## src/design/sha_pkg.sv

```systemverilog
// Shared constants, types and round functions for the SHA-256 hasher.
package sha_pkg;

   // Word and block geometry
   localparam int WORD_W      = 32;
   localparam int BLOCK_WORDS = 16;
   localparam int CHAIN_WORDS = 8;
   localparam int ROUNDS      = 64;
   localparam int COUNT_W     = 61;

   localparam logic [7:0] PAD_BYTE = 8'h80;

   // Round constants
   localparam logic [31:0] ROUND_K [ROUNDS] = '{
      32'h428a2f98, 32'h71374491, 32'hb5c0fbcf, 32'he9b5dba5,
      32'h3956c25b, 32'h59f111f1, 32'h923f82a4, 32'hab1c5ed5,
      32'hd807aa98, 32'h12835b01, 32'h243185be, 32'h550c7dc3,
      32'h72be5d74, 32'h80deb1fe, 32'h9bdc06a7, 32'hc19bf174,
      32'he49b69c1, 32'hefbe4786, 32'h0fc19dc6, 32'h240ca1cc,
      32'h2de92c6f, 32'h4a7484aa, 32'h5cb0a9dc, 32'h76f988da,
      32'h983e5152, 32'ha831c66d, 32'hb00327c8, 32'hbf597fc7,
      32'hc6e00bf3, 32'hd5a79147, 32'h06ca6351, 32'h14292967,
      32'h27b70a85, 32'h2e1b2138, 32'h4d2c6dfc, 32'h53380d13,
      32'h650a7354, 32'h766a0abb, 32'h81c2c92e, 32'h92722c85,
      32'ha2bfe8a1, 32'ha81a664b, 32'hc24b8b70, 32'hc76c51a3,
      32'hd192e819, 32'hd6990624, 32'hf40e3585, 32'h106aa070,
      32'h19a4c116, 32'h1e376c08, 32'h2748774c, 32'h34b0bcb5,
      32'h391c0cb3, 32'h4ed8aa4a, 32'h5b9cca4f, 32'h682e6ff3,
      32'h748f82ee, 32'h78a5636f, 32'h84c87814, 32'h8cc70208,
      32'h90befffa, 32'ha4506ceb, 32'hbef9a3f7, 32'hc67178f2
   };

   // Initial hash value
   localparam logic [31:0] INIT_H [CHAIN_WORDS] = '{
      32'h6a09e667, 32'hbb67ae85, 32'h3c6ef372, 32'ha54ff53a,
      32'h510e527f, 32'h9b05688c, 32'h1f83d9ab, 32'h5be0cd19
   };

   // Memory port requests from the compression engine, plus its done strobe
   typedef struct packed {
      logic [3:0]  buf_raddr;
      logic [2:0]  chain_raddr;
      logic        chain_we;
      logic [2:0]  chain_waddr;
      logic [31:0] chain_wdata;
      logic        done;
   } core_port_type;

   function automatic logic [31:0] big_sigma0(input logic [31:0] x);
      return {x[1:0], x[31:2]} ^ {x[12:0], x[31:13]} ^ {x[21:0], x[31:22]};
   endfunction

   function automatic logic [31:0] big_sigma1(input logic [31:0] x);
      return {x[5:0], x[31:6]} ^ {x[10:0], x[31:11]} ^ {x[24:0], x[31:25]};
   endfunction

   function automatic logic [31:0] small_sigma0(input logic [31:0] x);
      return {x[6:0], x[31:7]} ^ {x[17:0], x[31:18]} ^ {3'b000, x[31:3]};
   endfunction

   function automatic logic [31:0] small_sigma1(input logic [31:0] x);
      return {x[16:0], x[31:17]} ^ {x[18:0], x[31:19]} ^ {10'd0, x[31:10]};
   endfunction

endpackage

```

## src/design/sha_ram.sv

```systemverilog
// Generic simple dual-port RAM, one write and one registered read port.
module sha_ram #(
   parameter int WIDTH = 32,
   parameter int DEPTH = 16
) (
   input  logic                     clock,
   input  logic                     we,
   input  logic [$clog2(DEPTH)-1:0] waddr,
   input  logic [WIDTH-1:0]         wdata,
   input  logic [$clog2(DEPTH)-1:0] raddr,
   output logic [WIDTH-1:0]         rdata
);

   logic [WIDTH-1:0] mem [DEPTH];

   always_ff @(posedge clock) begin
      if (we) begin
         mem[waddr] <= wdata;
      end
   end

   always_ff @(posedge clock) begin
      rdata <= mem[raddr];
   end

endmodule

```

## src/design/sha_core.sv

```systemverilog
// Compression engine: chain load, 64 rounds with rolling schedule, chain update.
module sha_core (
   input  logic                  clock,
   input  logic                  reset,
   input  logic                  start,
   input  logic [31:0]           buf_rdata,
   input  logic [31:0]           chain_rdata,
   output sha_pkg::core_port_type port
);

   localparam logic [1:0] PH_IDLE  = 2'd0;
   localparam logic [1:0] PH_LOAD  = 2'd1;
   localparam logic [1:0] PH_ROUND = 2'd2;
   localparam logic [1:0] PH_FIN   = 2'd3;

   localparam logic [5:0] CNT_CHAIN_END = 6'd8;
   localparam logic [5:0] CNT_ROUND_END = 6'd63;

   logic [1:0]  phase_ff, phase_in;
   logic [5:0]  cnt_ff, cnt_in;
   logic [31:0] v_ff [8];
   logic [31:0] v_in [8];
   logic [31:0] w_ff [16];
   logic [31:0] w_in [16];
   logic [31:0] wnext_ff, wnext_in;

   logic [5:0]  cnt_dec;
   logic [2:0]  slot;
   logic [31:0] wt;
   logic [31:0] t1;
   logic [31:0] t2;
   logic [31:0] ch;
   logic [31:0] maj;

   // Round datapath: a..h live in v_ff[0..7]
   always_comb begin
      cnt_dec = cnt_ff - 6'd1;
      slot    = cnt_dec[2:0];
      // first sixteen words come straight from the block buffer
      wt  = (cnt_ff[5:4] == 2'b00) ? buf_rdata : wnext_ff;
      ch  = (v_ff[4] & v_ff[5]) ^ (~v_ff[4] & v_ff[6]);
      maj = (v_ff[0] & v_ff[1]) ^ (v_ff[0] & v_ff[2]) ^ (v_ff[1] & v_ff[2]);
      t1  = v_ff[7] + sha_pkg::big_sigma1(v_ff[4]) + ch + sha_pkg::ROUND_K[cnt_ff] + wt;
      t2  = sha_pkg::big_sigma0(v_ff[0]) + maj;
   end

   // Memory requests
   always_comb begin
      port.buf_raddr   = (phase_ff == PH_LOAD) ? 4'd0 : (cnt_ff[3:0] + 4'd1);
      port.chain_raddr = cnt_ff[2:0];
      port.chain_we    = (phase_ff == PH_FIN) && (cnt_ff != 6'd0);
      port.chain_waddr = slot;
      port.chain_wdata = v_ff[slot] + chain_rdata;
      port.done        = (phase_ff == PH_FIN) && (cnt_ff == CNT_CHAIN_END);
   end

   // Sequencer and next state
   always_comb begin
      phase_in = phase_ff;
      cnt_in   = cnt_ff;
      v_in     = v_ff;
      w_in     = w_ff;
      wnext_in = wnext_ff;
      unique case (phase_ff)
         PH_IDLE: begin
            if (start) begin
               phase_in = PH_LOAD;
               cnt_in   = 6'd0;
            end
         end
         PH_LOAD: begin
            if (cnt_ff != 6'd0) begin
               v_in[slot] = chain_rdata;
            end
            if (cnt_ff == CNT_CHAIN_END) begin
               phase_in = PH_ROUND;
               cnt_in   = 6'd0;
            end else begin
               cnt_in = cnt_ff + 6'd1;
            end
         end
         PH_ROUND: begin
            v_in[7] = v_ff[6];
            v_in[6] = v_ff[5];
            v_in[5] = v_ff[4];
            v_in[4] = v_ff[3] + t1;
            v_in[3] = v_ff[2];
            v_in[2] = v_ff[1];
            v_in[1] = v_ff[0];
            v_in[0] = t1 + t2;
            // schedule word for the next round, computed ahead into a register
            wnext_in = sha_pkg::small_sigma1(w_ff[15]) + w_ff[10]
                     + sha_pkg::small_sigma0(w_ff[2]) + w_ff[1];
            for (int i = 0; i < 15; i++) begin
               w_in[i] = w_ff[i+1];
            end
            w_in[15] = wt;
            if (cnt_ff == CNT_ROUND_END) begin
               phase_in = PH_FIN;
               cnt_in   = 6'd0;
            end else begin
               cnt_in = cnt_ff + 6'd1;
            end
         end
         PH_FIN: begin
            if (cnt_ff == CNT_CHAIN_END) begin
               phase_in = PH_IDLE;
               cnt_in   = 6'd0;
            end else begin
               cnt_in = cnt_ff + 6'd1;
            end
         end
      endcase
   end

   always_ff @(posedge clock) begin
      if (reset) begin
         phase_ff <= PH_IDLE;
         cnt_ff   <= 6'd0;
      end else begin
         phase_ff <= phase_in;
         cnt_ff   <= cnt_in;
      end
   end

   always_ff @(posedge clock) begin
      v_ff     <= v_in;
      w_ff     <= w_in;
      wnext_ff <= wnext_in;
   end

endmodule

```

## src/design/sha256_message_hasher.sv

```systemverilog
// SHA-256 hasher top level: byte packing, padding, control and digest output.
//
//   channel   dir   tdata                    tuser              tlast
//   req_      in    [7:0] msg_byte           byte_present       end_of_message
//   rsp_      out   [31:0] digest_word       [2:0] word_number  last_word
//
// A byte beat is accepted while the sequencer is idle; a beat that completes a
// 64-byte block starts a compression (chain load, 64 rounds on the single round
// unit, chain write-back), during which req_tready is low. An end beat adds
// padding writes (up to 16 words per block) and one or two compressions, then
// eight digest beats, each a chain read followed by a load of the output register.
// Reset is synchronous; the chain memory reads as the initial hash until the
// first block of a message is folded in. rsp_tready low only stalls the digest.
module sha256_message_hasher (
   input  logic        clock,
   input  logic        reset,
   input  logic        req_tvalid,
   output logic        req_tready,
   input  logic [7:0]  req_tdata,   // [7:0] msg_byte
   input  logic        req_tuser,   // [0] byte_present
   input  logic        req_tlast,
   output logic        rsp_tvalid,
   input  logic        rsp_tready,
   output logic [31:0] rsp_tdata,   // [31:0] digest_word
   output logic [2:0]  rsp_tuser,   // [2:0] word_number
   output logic        rsp_tlast
);

   localparam logic [2:0] ST_IDLE   = 3'd0;
   localparam logic [2:0] ST_PAD    = 3'd1;
   localparam logic [2:0] ST_COMP   = 3'd2;
   localparam logic [2:0] ST_OUT_RD = 3'd3;
   localparam logic [2:0] ST_OUT_LD = 3'd4;

   localparam logic [5:0] POS_LAST_BYTE = 6'd63;
   localparam logic [5:0] POS_NO_LENGTH = 6'd56;
   localparam logic [3:0] WIDX_LEN_HI   = 4'd14;
   localparam logic [3:0] WIDX_LAST     = 4'd15;
   localparam logic [2:0] ONUM_LAST     = 3'd7;

   logic [2:0]                   state_ff, state_in;
   logic [sha_pkg::COUNT_W-1:0]  count_ff, count_in;
   logic [31:0]                  word_ff, word_in;
   logic                         end_ff, end_in;
   logic                         pad_two_ff, pad_two_in;
   logic                         pad_first_ff, pad_first_in;
   logic [3:0]                   widx_ff, widx_in;
   logic                         final_ff, final_in;
   logic                         fresh_ff, fresh_in;
   logic [2:0]                   onum_ff, onum_in;
   logic [2:0]                   raddr_q_ff;
   logic [31:0]                  rsp_word_ff, rsp_word_in;
   logic [2:0]                   rsp_num_ff, rsp_num_in;
   logic                         rsp_last_ff, rsp_last_in;
   logic                         rsp_valid_ff, rsp_valid_in;

   logic                         req_accept;
   logic [5:0]                   pos;
   logic [5:0]                   end_pos;
   logic [31:0]                  byte_word;
   logic [31:0]                  pad_word;
   logic [31:0]                  pad_data;
   logic                         buf_we;
   logic [3:0]                   buf_waddr;
   logic [31:0]                  buf_wdata;
   logic [31:0]                  buf_rdata;
   logic [2:0]                   chain_raddr;
   logic [31:0]                  chain_ram_rdata;
   logic [31:0]                  chain_rdata;
   logic                         core_start;
   sha_pkg::core_port_type       core_port;

   // Block buffer and chain value memories
   sha_ram #(.WIDTH(32), .DEPTH(sha_pkg::BLOCK_WORDS)) u_block_buf (
      .clock (clock),
      .we    (buf_we),
      .waddr (buf_waddr),
      .wdata (buf_wdata),
      .raddr (core_port.buf_raddr),
      .rdata (buf_rdata)
   );

   sha_ram #(.WIDTH(32), .DEPTH(sha_pkg::CHAIN_WORDS)) u_chain (
      .clock (clock),
      .we    (core_port.chain_we),
      .waddr (core_port.chain_waddr),
      .wdata (core_port.chain_wdata),
      .raddr (chain_raddr),
      .rdata (chain_ram_rdata)
   );

   sha_core u_core (
      .clock       (clock),
      .reset       (reset),
      .start       (core_start),
      .buf_rdata   (buf_rdata),
      .chain_rdata (chain_rdata),
      .port        (core_port)
   );

   // Chain reads as the initial hash until a message's first block is folded in
   assign chain_rdata = fresh_ff ? sha_pkg::INIT_H[raddr_q_ff] : chain_ram_rdata;

   assign req_tready = (state_ff == ST_IDLE);
   assign req_accept = req_tvalid & req_tready;
   assign rsp_tvalid = rsp_valid_ff;
   assign rsp_tdata  = rsp_word_ff;
   assign rsp_tuser  = rsp_num_ff;
   assign rsp_tlast  = rsp_last_ff;

   // Byte lane merge, big-endian within the word
   always_comb begin
      pos     = count_ff[5:0];
      end_pos = req_tuser ? (pos + 6'd1) : pos;
      unique case (pos[1:0])
         2'd0:    byte_word = {req_tdata, word_ff[23:0]};
         2'd1:    byte_word = {word_ff[31:24], req_tdata, word_ff[15:0]};
         2'd2:    byte_word = {word_ff[31:16], req_tdata, word_ff[7:0]};
         default: byte_word = {word_ff[31:8], req_tdata};
      endcase
   end

   // Padding words: partial word with 0x80 marker, zeros, then the bit length
   always_comb begin
      for (int l = 0; l < 4; l++) begin
         if (2'(l) < count_ff[1:0]) begin
            pad_word[8*(3-l) +: 8] = word_ff[8*(3-l) +: 8];
         end else if (2'(l) == count_ff[1:0]) begin
            pad_word[8*(3-l) +: 8] = sha_pkg::PAD_BYTE;
         end else begin
            pad_word[8*(3-l) +: 8] = 8'd0;
         end
      end
      if (pad_first_ff) begin
         pad_data = pad_word;
      end else if (!pad_two_ff && (widx_ff == WIDX_LEN_HI)) begin
         pad_data = count_ff[60:29];
      end else if (!pad_two_ff && (widx_ff == WIDX_LAST)) begin
         pad_data = {count_ff[28:0], 3'b000};
      end else begin
         pad_data = 32'd0;
      end
   end

   // Control sequencer
   always_comb begin
      state_in     = state_ff;
      count_in     = count_ff;
      word_in      = word_ff;
      end_in       = end_ff;
      pad_two_in   = pad_two_ff;
      pad_first_in = pad_first_ff;
      widx_in      = widx_ff;
      final_in     = final_ff;
      fresh_in     = fresh_ff;
      onum_in      = onum_ff;
      rsp_word_in  = rsp_word_ff;
      rsp_num_in   = rsp_num_ff;
      rsp_last_in  = rsp_last_ff;
      rsp_valid_in = rsp_valid_ff & ~rsp_tready;
      buf_we       = 1'b0;
      buf_waddr    = pos[5:2];
      buf_wdata    = byte_word;
      core_start   = 1'b0;
      chain_raddr  = core_port.chain_raddr;
      unique case (state_ff)
         ST_IDLE: begin
            if (req_accept) begin
               if (req_tuser) begin
                  word_in  = byte_word;
                  count_in = count_ff + 61'd1;
                  buf_we   = (pos[1:0] == 2'd3);
               end
               if (req_tuser && (pos == POS_LAST_BYTE)) begin
                  core_start = 1'b1;
                  final_in   = 1'b0;
                  end_in     = req_tlast;
                  state_in   = ST_COMP;
               end else if (req_tlast) begin
                  widx_in      = end_pos[5:2];
                  pad_first_in = 1'b1;
                  pad_two_in   = (end_pos >= POS_NO_LENGTH);
                  state_in     = ST_PAD;
               end
            end
         end
         ST_PAD: begin
            buf_we       = 1'b1;
            buf_waddr    = widx_ff;
            buf_wdata    = pad_data;
            pad_first_in = 1'b0;
            if (widx_ff == WIDX_LAST) begin
               core_start = 1'b1;
               final_in   = !pad_two_ff;
               state_in   = ST_COMP;
            end else begin
               widx_in = widx_ff + 4'd1;
            end
         end
         ST_COMP: begin
            if (core_port.done) begin
               fresh_in = 1'b0;
               if (final_ff) begin
                  count_in = '0;
                  onum_in  = 3'd0;
                  state_in = ST_OUT_RD;
               end else if (pad_two_ff) begin
                  // length goes into a second padding block
                  pad_two_in   = 1'b0;
                  widx_in      = 4'd0;
                  pad_first_in = 1'b0;
                  state_in     = ST_PAD;
               end else if (end_ff) begin
                  // message ended on a block boundary
                  end_in       = 1'b0;
                  widx_in      = 4'd0;
                  pad_first_in = 1'b1;
                  state_in     = ST_PAD;
               end else begin
                  state_in = ST_IDLE;
               end
            end
         end
         ST_OUT_RD: begin
            chain_raddr = onum_ff;
            if (!rsp_valid_ff || rsp_tready) begin
               state_in = ST_OUT_LD;
            end
         end
         ST_OUT_LD: begin
            rsp_word_in  = chain_rdata;
            rsp_num_in   = onum_ff;
            rsp_last_in  = (onum_ff == ONUM_LAST);
            rsp_valid_in = 1'b1;
            if (onum_ff == ONUM_LAST) begin
               fresh_in = 1'b1;
               state_in = ST_IDLE;
            end else begin
               onum_in  = onum_ff + 3'd1;
               state_in = ST_OUT_RD;
            end
         end
         default: begin
            state_in = ST_IDLE;
         end
      endcase
   end

   always_ff @(posedge clock) begin
      if (reset) begin
         state_ff     <= ST_IDLE;
         count_ff     <= '0;
         end_ff       <= 1'b0;
         pad_two_ff   <= 1'b0;
         pad_first_ff <= 1'b0;
         widx_ff      <= 4'd0;
         final_ff     <= 1'b0;
         fresh_ff     <= 1'b1;
         onum_ff      <= 3'd0;
         rsp_valid_ff <= 1'b0;
      end else begin
         state_ff     <= state_in;
         count_ff     <= count_in;
         end_ff       <= end_in;
         pad_two_ff   <= pad_two_in;
         pad_first_ff <= pad_first_in;
         widx_ff      <= widx_in;
         final_ff     <= final_in;
         fresh_ff     <= fresh_in;
         onum_ff      <= onum_in;
         rsp_valid_ff <= rsp_valid_in;
      end
   end

   always_ff @(posedge clock) begin
      word_ff     <= word_in;
      raddr_q_ff  <= chain_raddr;
      rsp_word_ff <= rsp_word_in;
      rsp_num_ff  <= rsp_num_in;
      rsp_last_ff <= rsp_last_in;
   end

`ifndef SYNTHESIS
   // the engine only finishes while the sequencer waits for it
   assert property (@(posedge clock) disable iff (reset)
      core_port.done |-> (state_ff == ST_COMP))
      else $error("compression done outside of compress state");

   // output register is free whenever a digest word is loaded
   assert property (@(posedge clock) disable iff (reset)
      (state_ff == ST_OUT_LD) |-> !rsp_valid_ff)
      else $error("digest word overwrites a pending beat");

   // byte count restarts after the final block
   assert property (@(posedge clock) disable iff (reset)
      (core_port.done && final_ff) |=> (count_ff == '0))
      else $error("byte count not cleared after final block");

   // last beat carries the last word position
   assert property (@(posedge clock) disable iff (reset)
      (rsp_valid_ff && rsp_last_ff) |-> (rsp_num_ff == ONUM_LAST))
      else $error("last flag on wrong digest word");

   // chain returns to the initial hash only after the digest is read out
   assert property (@(posedge clock) disable iff (reset)
      $rose(fresh_ff) |-> ($past(state_ff) == ST_OUT_LD))
      else $error("chain reinitialized mid-message");
`endif

endmodule

```

## config.mk

```make
export PLATFORM = sky130hd
export DESIGN_NAME = sha256_message_hasher
export DESIGN_NICKNAME = d
export VERILOG_FILES = /design/src/design/sha_pkg.sv /design/src/design/sha_ram.sv /design/src/design/sha_core.sv /design/src/design/sha256_message_hasher.sv
export SDC_FILE = /design/constraint.sdc
export NUM_CORES = 2
export LEC_CHECK = 0
export BUFFER_PORTS_ARGS = -buffer_cell sky130_fd_sc_hd__buf_2
export CORE_UTILIZATION = 65
export CTS_BUF_LIST = sky130_fd_sc_hd__clkbuf_8
export DETAILED_ROUTE_END_ITERATION = 10
export HOLD_SLACK_MARGIN = 0.12
export MAX_ROUTING_LAYER = met4
export PLACE_DENSITY = 0.87
export SLEW_MARGIN = 25
export SYNTH_ARGS = -nofsm -noshare
export SYNTH_HDL_FRONTEND = slang
export SYNTH_SLANG_ARGS = --single-unit
```

## constraint.sdc

```tcl
create_clock -name clock -period 24.5 [get_ports clock]
set_input_delay 1.225 -clock clock [delete_from_list [all_inputs] [get_ports clock]]
set_output_delay 1.225 -clock clock [all_outputs]
set_load 0.005 [all_outputs]
```

### Yosys cells after proc, flatten, opt, wreduce, memory -nomap -nowiden

Memory sizes are Yosys's and may differ from the RTL's. A register that Yosys moved wholly into a read port is not among the register bits.
Index checks and enable logic that the tools add are counted.

| word-level totals | value |
|---|---|
| flip-flop bits (word level) | 924 |
| bits in writable memories | 768 |
| bits in read-only memories | 2,304 |
| input bits | 14 |
| output and inout port bits | 38 |
| logic and storage cells | 275 |
| memories kept | 4 |

Memory list:

| name | words | bits a word | read ports | clocked after memory_dff | wr ports | RTL line | text |
|---|---|---|---|---|---|---|---|
| (no name shown) | 64 | 32 | 1 | 0 | 0 | sha_core.sv:43 | `t1 = v_ff[7] + sha_pkg::big_sigma1(v_ff[4]) + ch + sha_pkg::ROUND_K[cnt_ff] + wt;` |
| u_block_buf.mem | 16 | 32 | 1 | 1 | 1 | sha_ram.sv:14 | `logic [WIDTH-1:0] mem [DEPTH];` |
| (no name shown) | 8 | 32 | 1 | 0 | 0 | sha256_message_hasher.sv:102 | `assign chain_rdata = fresh_ff ? sha_pkg::INIT_H[raddr_q_ff] : chain_ram_rdata;` |
| u_chain.mem | 8 | 32 | 1 | 1 | 1 | sha_ram.sv:14 |  |

| operators by class | value |
|---|---|
| $add $sub $neg | 18 |
| order comparisons | 9 |
| equality and inequality tests | 40 |
| mux-type cells | 108 |
| bitwise operators | 23 |
| reduce and logical (&&, ||, !) cells | 32 |

Operator list:

| cell | count |
|---|---|
| $pmux W256 S2 | 1 |
| $mux W32 | 13 |
| $add A32 B32 Y32 | 11 |
| $xor A32 B32 Y32 | 9 |
| $bwmux W256 | 1 |
| $mux W256 | 1 |
| $mux W61 | 4 |
| $and A32 B32 Y32 | 5 |
| $pmux W61 S2 | 1 |
| $bmux W32 S3 | 1 |
| $demux W32 S3 | 1 |
| $pmux W32 S3 | 1 |
| $mux W8 | 8 |
| $add A61 B1 Y61 const B | 1 |
| $mux W4 | 10 |
| $mux W1 | 34 |
| $not A32 Y32 | 1 |
| $xor A32 B22 Y32 | 1 |
| $xor A32 B29 Y32 | 1 |
| $mux W3 | 10 |
| $ne A2 B2 Y1 const B | 14 |
| $mux W6 | 4 |
| $pmux W6 S3 | 1 |
| $pmux W3 S5 | 1 |
| 49 further kinds | 95 |

### Depth between registers and ports, before layout

| depth | value |
|---|---|
| depth after elaboration | 9 |
| depth in mapped cells | 40 |
| gate-level depth less buffers | 38 |

### Hierarchy

From an unflattened synthesis, not the netlist that was laid out.

| unflattened totals | value |
|---|---|
| cell total of the unflattened synthesis | 6,102 |
| area total of the unflattened synthesis | 84,748.8 um^2 |

By module, submodules not included:

| module | instances | cells an instance | area each (um^2) | sequential area each (um^2) |
|---|---|---|---|---|
| sha_core | 1 | 3,924 | 46,248.1 | 23,222.3 |
| sha_ram at u_block_buf | 1 | 838 | 19,835.3 | 16,015.4 |
| sha_ram at u_chain | 1 | 415 | 10,466.3 | 8,328.0 |
| sha256_message_hasher | 1 | 925 | 8,199.1 | 3,643.5 |

### Worst setup path after synthesis

OpenSTA, ideal clock, no wires.

| timing | value |
|---|---|
| path kind | reg2reg |
| from | reg u_core.phase_ff[0] |
| to | reg u_core.v_ff[224] (netlist bit), enable pin |
| library setup time | 0.470 ns |
| arrival time | 16.505 ns |
| data required time | 24.030 ns |
| slack | 7.524 ns |
| stages on the path, launching flop included | 6 |
| path buffers | 0 |
| period minus slack after synthesis | 16.976 ns |
| cell sequence | dfxtp_1 > inv_1 > ha_1 > inv_1 > o21ai_0 > a21boi_0 |

| on the way | value |
|---|---|
| cells in the longest elaborated chain, start to end | 3 |
| elaborated cells on any way between the ends | 5 |
| those cells by class | eq/ne: 3; reduce/logical: 2 |

Ends and longest elaborated chain:

| what | RTL line | text |
|---|---|---|
| start, declared | sha_core.sv:19 | `logic [1:0] phase_ff, phase_in;` |
| start signal, assigned | sha_core.sv:121 | `phase_ff <= phase_in;` |
| $eq A2 B1 Y1 or $eq A2 B2 Y1 (tied branches) | sha_core.sv:64 | `unique case (phase_ff)` |
| $ne A2 B2 Y1 (no line) or $reduce_bool A2 Y1 (tied branches) | - |  |
| $reduce_and A2 Y1 (no line) (*) | - |  |
| end signal, assigned | sha_core.sv:127 | `v_ff <= v_in;` |
| end, declared | sha_core.sv:21 | `logic [31:0] v_ff [8];` |

Every way passes the cells marked *; elsewhere a longest branch is shown, timed or not.
A chain may end at the register's enable or synchronous reset.

==> flow_summary_export.csv <==
group,metric,value,unit
synthesis,synth.area.top_cells,"edfxtp_1, fa_1, dfxtp_1",
setup_path,r2r_start,"u_core.cnt_ff[0]$_SDFFE_PP0N_",
floorplan,die_w,362.2,um
timing,finalCriticalPeriod,10970,ps
worst_hold_path,min-delay-start,"u_core.w_ff[40]$_DFFE_PP_",
setup_path,startpoint_type,"flip-flop",
route,antenna_left,0,
cells_and_area,design_area,0.09201,mm^2
synthesis,yosysSeqAreaShare,60.71,%
route,via_count,58919,
run,maxCapViolations,0,
cts,numCtsBuffers,297,
timing,maxSlewHeadroom,21.32,%
floorplan,rows,131,
synthesis,synth_top_area_share,57.10,%
timing,drv_slew,0,
setup_path,startpoint,"u_core.cnt_ff[0]$_SDFFE_PP0N_",
pwr,p_leak,31.85,nW
timing,skew,105.4,ps
setup_path,path_buf_inv,3,
cells_and_area,multi_input_area,0.03114,mm^2
global_routing,grt_max_degree,101,
timing,rsz0062_at_grt,"no",
setup_path,cpMostUsedCell,"fa_1",
cts,cts-resized-gates,0,
cells_and_area,nFillCells,8283,
setup_path,timing.rr.end,"u_core.v_ff[255]$_DFFE_PP_",
cells_and_area,layout_commonest_cell,"edfxtp_1",
placed_design,post-place-ws,13750,ps
setup_path,cpMaxStageDelayCell,"dfxtp_4",
cells_and_area,final_cells,8685,
global_routing,antenna_found_initial,8,
cts,ctsHoldBuffers,0,
synthesis,synth_compound_area_share,11.85,%
timing,setup_tns,0,ps
cts,cts_tree,"yes",
placed_design,hpwl,164000,um
synthesis,synth_top_family_by_area,"compound AO/OA/AOI/OAI gates",
global_routing,grt_pass1_vias,56769,
synthesis,synth.distinct_cells,87,
setup_path,path_max_fanout,64,
timing,setup_violations,0,
global_routing,grtUsageTotal,39.04,%
cts,clock_tree.buffer_depth,4,
cells_and_area,ff_latch_area,0.05122,mm^2
global_routing,grt_pass1_wl,364200,um
setup_path,cp.required,25200,ps
placed_design,dp.cells,8162,
synthesis,avgSynthCellArea,12.61,um^2
cts,cts-root-buf,"clkbuf_8",
timing,hold_violations,0,
timing,setup_ws,13530,ps
setup_path,slowest_delay,860,ps
pwr,powerDensity,99.94,mW/mm^2
floorplan,dieHeight,362.2,um
setup_path,crit_arrival,11670,ps
status,status,"finished clean",
cells_and_area,syn_to_final_growth,9.083,%
synthesis,synthCells,6688,
setup_path,end_kind,"flip-flop",
setup_path,cp_top_family,"adder cells",
placed_design,gp_congestion,1.037,
synthesis,synthArstFlopShare,0,%
route,drt_pass1_iterations,8,
synthesis,muxShareOfSynthArea,3.766,%
timing,fmax,0.09117,GHz
route,route.detailed.drc,0,
cells_and_area,fin_nets,7135,
synthesis,synthFlopType,"edfxtp_1",
floorplan,dieArea,0.1312,mm^2
synthesis,yosys.area.top_type,"edfxtp_1",
synthesis,syn-num-nets,7087,
worst_hold_path,hold_path_depth,0,
floorplan,coreArea,0.1282,mm^2
synthesis,synth_fa_ha_area_share,7.669,%
pwr,ir_drop,0.0001062,V
cts,cts.sinks,1756,
synthesis,yosys.area_share.simple,8.451,%
route,wl,250600,um
setup_path,reg2reg_setup_slack,13530,ps
setup_path,critical_path_depth,33,
route,drt_iter0_markers,9019,
cts,cts_setup_buffers,0,
route,viasPerCell,6.784,
floorplan,start_util,65.81,%
synthesis,ys_ff_latch,1756,
setup_path,crit_type,"reg2reg",
cells_and_area,drive_above_1_share,12.13,%
timing,tightest_slew,1173,ps
placed_design,dpl-instance-area,0.08649,mm^2
synthesis,syn_area,0.08435,mm^2
cells_and_area,final_cell_mix,"edfxtp_1, nand2_1, o21ai_0",
floorplan,io_pins,52,
placed_design,port_buffers,51,
setup_path,reg2regPathDepth,33,
route,wl_per_cell,28.86,um
cts,clock_latency,1060,ps
synthesis,yosysWarningCount,0,
global_routing,overflow,0,
synthesis,synthXorXnorAreaFrac,4.621,%
cts,ctsHtreeMaxLevel,5,
worst_hold_path,hold_end,"u_core.w_ff[72]$_DFFE_PP_",
timing,fin_hold_ws,381.7,ps
synthesis,synth_edf_count,1604,
worst_hold_path,hold_class,"reg2reg",
timing,post-route-period-util,44.77,%
cts,clk_pin_slew,70,ps
-- worst reg2reg max path: cells and delay by family, from the launching register on --
family / cells / cell delay, ps
and+or+nand+nor: 6 / 1110
adders and majority gates: 7 / 3600
xor gates and xnor gates: 3 / 810
AOI/OAI and AO/OA: 14 / 3300
DFF: 1 / 860
buffers and inverters: 3 / 1000
-- sequential cells by signal, indices dropped and copies added, names as in the netlist, 32 cells and up --
register           flops
u_block_buf.mem      512
u_core.w_ff          480
u_chain.mem          256
u_core.v_ff          256
count_ff              61
rsp_tdata             32
u_block_buf.rdata     32
u_chain.rdata         32
u_core.wnext_ff       32
word_ff               32
-- cell usage after synthesis, types with 65 or more instances --
library cell / count
o21ai_0: 380
a21oi_1: 345
ha_1: 197
inv_1: 243
nand2_1: 744
xor2_1: 113
clkbuf_1: 343
mux2_2: 181
a211oi_1: 65
nand3_1: 263
edfxtp_1: 1604
nor2_1: 302
dfxtp_1: 152
a21o_1: 79
a22o_1: 76
mux2i_1: 89
xnor2_1: 332
a22oi_1: 193
fa_1: 188
-- layer usage --
metal / up-vias / track usage (%) / wire (um)
li1: 24866 / - / -
met3: 931 / 10.24 / 32640
met5: - / - / 0
met2: 4444 / 56.46 / 111500
met1: 28678 / 51.97 / 93020
met4: 0 / 18.17 / 13480
-- report_power, final --
group	internal, W	leakage [nW]	switching [W]
Sequential	0.00348	15.5	0.0000523
Clock	0.00128	3.14	0.00117
Combinational	0.00121	13.2	0.00200
-- layout make-up --
class / count / area share (%)
tap: 1729 / 2.351
sequential: 1756 / 55.67
multi-input combinational: 4277 / 33.85
timing repair buffer: 156 / 1.247
antenna: 15 / 0.04080
clock inverter: 186 / 1.070
clock buffer: 318 / 4.757
inverter: 248 / 1.019
-- worst max path at each step --
| stage | end |
|---|---|
| after floorplan | u_core.v_ff[224]$_DFFE_PP_ |
| after global placement | u_core.v_ff[255]$_DFFE_PP_ |
| after detailed placement | u_core.v_ff[255]$_DFFE_PP_ |
| after CTS | u_core.v_ff[255]$_DFFE_PP_ |
| after global routing | u_core.v_ff[255]$_DFFE_PP_ |
| final | u_core.v_ff[255]$_DFFE_PP_ |
-- per-stage QoR --
step	utilization [%]	power, W
after floorplan	-	0.005851
after global placement	67.43	0.006637
after detailed placement	67.48	0.006669
after CTS	71.66	0.009107
after global routing	71.76	0.009583
final	71.78	0.009195
-- cells by family after synthesis --
logic type      after synthesis
compound gates             1539
xor+xnor                    445
fa+ha+maj                   409
buf+inv                     655
flops                      1756
mux                         281
simple gates               1603
(Power assumes the default switching activity.)
